<file path="config.mk">
export PLATFORM = sky130hd
export DESIGN_NAME = lfr_ctrl
export DESIGN_NICKNAME = d
export VERILOG_FILES = /design/src/design/lfr_pkg.sv /design/src/design/lfr_ctrl.sv
export SDC_FILE = /design/constraint.sdc
export NUM_CORES = 1
export LEC_CHECK = 0
export ABC_CLOCK_PERIOD_IN_PS = 1900
export BUFFER_PORTS_ARGS = -buffer_cell sky130_fd_sc_hd__buf_4
export CORE_AREA = 3 3 44 46
export DETAILED_ROUTE_END_ITERATION = 10
export DIE_AREA = 0 0 47 49
export GPL_TIMING_DRIVEN = 0
export HOLD_SLACK_MARGIN = 0.1
export PLACE_DENSITY = 0.72
export SLEW_MARGIN = 10
export SYNTH_ARGS = -nofsm -noshare
export SYNTH_HDL_FRONTEND = slang
export SYNTH_SLANG_ARGS = --single-unit
</file>
<file path="constraint.sdc">
create_clock -name clock -period 1.9 [get_ports clock]
set_input_delay 0.19 -clock clock [delete_from_list [all_inputs] [get_ports clock]]
set_output_delay 0.19 -clock clock [all_outputs]
set_load 0.05 [all_outputs]
</file>
<file path="src/design/lfr_pkg.sv">
// lfr_pkg: shared widths, operation and status codes, and the
// command/status structs between the line fit controller and datapath
// no dependencies
package lfr_pkg;

   localparam int COORD_W        = 16;
   localparam int MAX_POINTS_DEF = 4096;
   localparam int WORD_W         = 64;
   localparam int NUM_W          = 2 * WORD_W;
   localparam int FIX_W          = 32;
   localparam int ROUGH_W        = 31;
   localparam int STAT_W         = 2;

   typedef logic [3:0] op_type;

   // multiplier operations
   localparam op_type OP_NONE  = 4'd0;
   localparam op_type OP_NSXX  = 4'd1;
   localparam op_type OP_SXSX  = 4'd2;
   localparam op_type OP_NSXY  = 4'd3;
   localparam op_type OP_SXSY  = 4'd4;
   localparam op_type OP_BQSX  = 4'd5;
   localparam op_type OP_BQBQ  = 4'd6;
   localparam op_type OP_ND    = 4'd7;
   // divider operations
   localparam op_type DV_SLOPE = 4'd8;
   localparam op_type DV_ICPT  = 4'd9;
   localparam op_type DV_ROUGH = 4'd10;

   typedef logic [STAT_W-1:0] stat_type;

   localparam stat_type ST_OK    = 2'd0;
   localparam stat_type ST_NOPTS = 2'd1;
   localparam stat_type ST_VERT  = 2'd2;
   localparam stat_type ST_OVF   = 2'd3;

   typedef struct packed {
      logic     mul_start;
      logic     div_start;
      logic     sqrt_start;
      logic     pass_start;
      logic     load_out;
      op_type   op;
      stat_type status;
   } lfr_cmd_type;

   typedef struct packed {
      logic mul_done;
      logic div_done;
      logic sqrt_done;
      logic pass_done;
      logic n_zero;
      logic ssxx_nonpos;
      logic out_busy;
   } lfr_sts_type;

endpackage

</file>
<file path="src/design/lfr_ctrl.sv">
// lfr_ctrl: sequencer of the line fit, collects points and then steps the
// datapath through sums, slope, intercept, residual pass and scale
// depends on lfr_pkg
module lfr_ctrl (
   input  logic                 clock,
   input  logic                 reset,
   input  logic                 req_accept,
   input  logic                 req_last_point,
   output logic                 req_ready,
   input  lfr_pkg::lfr_sts_type sts,
   output lfr_pkg::lfr_cmd_type cmd
);
   import lfr_pkg::*;

   localparam logic [3:0] S_IDLE = 4'd0;
   localparam logic [3:0] S_CHK0 = 4'd1;
   localparam logic [3:0] S_M1   = 4'd2;
   localparam logic [3:0] S_M2   = 4'd3;
   localparam logic [3:0] S_M3   = 4'd4;
   localparam logic [3:0] S_M4   = 4'd5;
   localparam logic [3:0] S_CHKX = 4'd6;
   localparam logic [3:0] S_DV1  = 4'd7;
   localparam logic [3:0] S_M5   = 4'd8;
   localparam logic [3:0] S_DV2  = 4'd9;
   localparam logic [3:0] S_PASS = 4'd10;
   localparam logic [3:0] S_M6   = 4'd11;
   localparam logic [3:0] S_SQ   = 4'd12;
   localparam logic [3:0] S_M7   = 4'd13;
   localparam logic [3:0] S_DV3  = 4'd14;
   localparam logic [3:0] S_OUT  = 4'd15;

   localparam logic [2:0] U_NONE = 3'd0;
   localparam logic [2:0] U_MUL  = 3'd1;
   localparam logic [2:0] U_DIV  = 3'd2;
   localparam logic [2:0] U_SQRT = 3'd3;
   localparam logic [2:0] U_PASS = 3'd4;

   logic [3:0] st_ff;
   logic [3:0] st_in;
   logic       iss_ff;
   logic       iss_in;
   stat_type   status_ff;
   stat_type   status_in;
   logic [2:0] unit;
   logic [3:0] nxt;
   logic       unit_done;

   always_comb begin
      cmd        = '0;
      cmd.status = status_ff;
      st_in      = st_ff;
      iss_in     = iss_ff;
      status_in  = status_ff;
      unit       = U_NONE;
      nxt        = st_ff;

      unique case (st_ff)
         S_IDLE: if (req_accept && req_last_point) st_in = S_CHK0;
         S_CHK0: begin
            if (sts.n_zero) begin
               status_in = ST_NOPTS;
               st_in     = S_OUT;
            end else begin
               st_in = S_M1;
            end
         end
         S_M1:   begin unit = U_MUL;  cmd.op = OP_NSXX;  nxt = S_M2;   end
         S_M2:   begin unit = U_MUL;  cmd.op = OP_SXSX;  nxt = S_M3;   end
         S_M3:   begin unit = U_MUL;  cmd.op = OP_NSXY;  nxt = S_M4;   end
         S_M4:   begin unit = U_MUL;  cmd.op = OP_SXSY;  nxt = S_CHKX; end
         S_CHKX: begin
            if (sts.ssxx_nonpos) begin
               status_in = ST_VERT;
               st_in     = S_OUT;
            end else begin
               status_in = ST_OK;
               st_in     = S_DV1;
            end
         end
         S_DV1:  begin unit = U_DIV;  cmd.op = DV_SLOPE; nxt = S_M5;   end
         S_M5:   begin unit = U_MUL;  cmd.op = OP_BQSX;  nxt = S_DV2;  end
         S_DV2:  begin unit = U_DIV;  cmd.op = DV_ICPT;  nxt = S_PASS; end
         S_PASS: begin unit = U_PASS; cmd.op = OP_NONE;  nxt = S_M6;   end
         S_M6:   begin unit = U_MUL;  cmd.op = OP_BQBQ;  nxt = S_SQ;   end
         S_SQ:   begin unit = U_SQRT; cmd.op = OP_NONE;  nxt = S_M7;   end
         S_M7:   begin unit = U_MUL;  cmd.op = OP_ND;    nxt = S_DV3;  end
         S_DV3:  begin unit = U_DIV;  cmd.op = DV_ROUGH; nxt = S_OUT;  end
         S_OUT: begin
            if (!sts.out_busy) begin
               cmd.load_out = 1'b1;
               st_in        = S_IDLE;
            end
         end
         default: st_in = S_IDLE;
      endcase

      // unit done for the running step
      unique case (unit)
         U_MUL:   unit_done = sts.mul_done;
         U_DIV:   unit_done = sts.div_done;
         U_SQRT:  unit_done = sts.sqrt_done;
         U_PASS:  unit_done = sts.pass_done;
         default: unit_done = 1'b0;
      endcase

      // issue once, then wait for done
      if (unit != U_NONE) begin
         if (!iss_ff) begin
            iss_in         = 1'b1;
            cmd.mul_start  = (unit == U_MUL);
            cmd.div_start  = (unit == U_DIV);
            cmd.sqrt_start = (unit == U_SQRT);
            cmd.pass_start = (unit == U_PASS);
         end else if (unit_done) begin
            iss_in = 1'b0;
            st_in  = nxt;
         end
      end
   end

   always_ff @(posedge clock) begin
      if (reset) begin
         st_ff     <= S_IDLE;
         iss_ff    <= 1'b0;
         status_ff <= ST_OK;
      end else begin
         st_ff     <= st_in;
         iss_ff    <= iss_in;
         status_ff <= status_in;
      end
   end

   assign req_ready = (st_ff == S_IDLE);

endmodule

</file>
==> out/qor.yml <==
outcome: "complete, no violations"
avgSynthCellArea_um2: 7.17
grt_pass1_wl_um: 2990
yosysSeqAreaShare: 0.188
final_util: 0.640
synthCells: 104
ir_worst_vdd_mv: 0.867
vias: 811
hpwl_um: 1460
die_h_um: 49
cp.required_ps: 1710
cp-end-kind: "primary output"
crit_arrival_ps: 1570
final_cells: 144
clk_path_buf_depth: 2
place_congestion: 0.870
gr-usage-met2: 0.256
fin_area_um2: 986
fill_cells: 153
track_usage: 0.174
via_per_inst: 5.63
max_freq_ghz: 0.568
relSlewSlack: 0.704
synth_edf_count: 0
cts_tree: "built"
grt_overflow: 0
first_pass_iters: 4
numCtsBuffers: 3
core.rowCount: 14
syn_area_um2: 746
port-buffer-count: 21
hold_path.class: "input port to flop"
rsz0062_at_grt: "false"
synthesis.nets: 115
async_reset_ff_frac: 0
p_leak_nw: 0.412
clkTransAtPathRegs_ps: 50
slew_viol_final: 0
rr_startpoint: "st_ff[1]$_SDFFE_PP0P_"
final_common_cell: "buf_4"
grt_max_degree: 11
synth_cell_types: 38
met1_usage: 0.233
cts-root-buf: "clkbuf_4"
place_inst: 141
ctsHoldBuffers: 0
start_util: 0.484
synth_flop_cell: "dfxtp_1"
io_pins: 23
fin_crit_sh: 0.927
drv_cap: 0
cts.sinks: 7
power_density_nw_per_um2: 1540
cts_max_level: 1
path_class: "flop to primary output"
power.total_mw: 1.52
worst_pin_slew_ps: 445
wire_per_inst_um: 13.1
nets: 140
setup_viol: 0
fin_setup_tns_ps: 0
hold_viol: 0
die_x_um: 47
cp-startpoint: "st_ff[0]$_SDFFE_PP0P_"
syn2layout_area_growth_pct: 32.2
hold_start: "sts[1]"
synth-seq-cells: 7
ys_warn_count: 0
antenna_cells: 0
ant_nets: 0
grt_pass1_vias: 680
clk_latency_ps: 250
place_ws_ps: 207
startpoint_type: "flop"
fp.coreArea_um2: 1540
skew_ps: 6.16
antenna_found_initial: 0
setup_ws_ps: 139
grt_util_met3: 0.0701
crit_fanout: 10
fin_hold_ws_ps: 222
fin_crit_ps: 1760
drtIter0Drc: 16
grt.busiest_layer: "met2"
layout_common_cells: "buf_4, a21oi_1, nand2_1, nor2_1"
post-cts-setup-buffers: 0
die-area_um2: 2300
totalWireLength_um: 1880
drive_gt1_frac: 0.352
drcViolationCount: 0
dpl_cell_area_um2: 943
[worst max-delay path, cell delays in order (launching register included)]
cell,delay (ps)
dfxtp_1,450
buf_4,230
nor2_1,90
o21ai_2,150
o211ai_1,100
o21ai_1,110
buf_6,180
[synthesized netlist by cell type, types with 2 or more instances]
cell type,count,area share
inv_1,4,0.020
xnor2_1,2,0.023
dfxtp_1,7,0.19
mux2_4,2,0.040
buf_6,2,0.030
buf_2,4,0.027
and2_1,2,0.017
nand3b_1,2,0.020
o21ai_0,5,0.034
nand3_1,4,0.027
nor2b_1,3,0.025
a21oi_1,11,0.074
nor3_1,8,0.054
o211ai_1,2,0.020
nor2_1,10,0.050
a211o_1,2,0.023
a221oi_1,2,0.023
nand2_1,11,0.055
nand2b_1,2,0.017
[flip-flops by register name, indices dropped and copies added, names as in the netlist]
| name | flops |
|---|---|
| st_ff | 4 |
| status_ff | 2 |
| iss_ff | 1 |
[cell type report]
cell class              instances  area (um^2)  share of cell area
repair buffers                 21          161               0.164
flip-flops and latches          7          140               0.142
well taps                      16         20.0              0.0203
multi-input cells              84          564               0.572
plain buffers                   8         58.8              0.0596
inverters                       4         15.0              0.0152
clock buffers                   4         26.3              0.0266
[path summary, 6_finish.rpt]
| path | endpoint | slack, ps | cells past startpoint |
|---|---|---|---|
| max | cmd[3] | 140 | 6 |
| max reg2reg | st_ff[3]$_SDFFE_PP0P_ | 140 | 6 |
| min | status_ff[1]$_SDFFE_PP0P_ | 220 | 3 |
| min reg2reg | status_ff[0]$_SDFFE_PP0P_ | 470 | 2 |
[what timing repair did]
action,in CTS,in global routing
gates cloned,0,0
endpoints found under the setup margin,1,4
pin swaps,0,0
gates resized for setup,2,7
[where the power goes]
group          internal, mW  switching [mW]
clock                0.0800          0.0523
combinational         0.424           0.730
sequential            0.189          0.0449
total                 0.693           0.827
[routing by layer]
metal  vias to the layer above  part of all wire
met5                         -                 0
met4                         0            0.0042
met3                         2             0.065
met2                        29              0.47
met1                       364              0.46
li1                        416                 -
[cells by family (layout without fill, tap and decap cells)]
family | Yosys count | count (layout) | share of synthesized area
buf+inv | 13 | 37 | 0.0973
flops | 7 | 7 | 0.188
compound gates | 32 | 32 | 0.312
xor+xnor | 2 | 2 | 0.0235
mux | 3 | 3 | 0.0537
simple gates | 47 | 47 | 0.326
No activity file was read; power rests on OpenSTA's default activity.
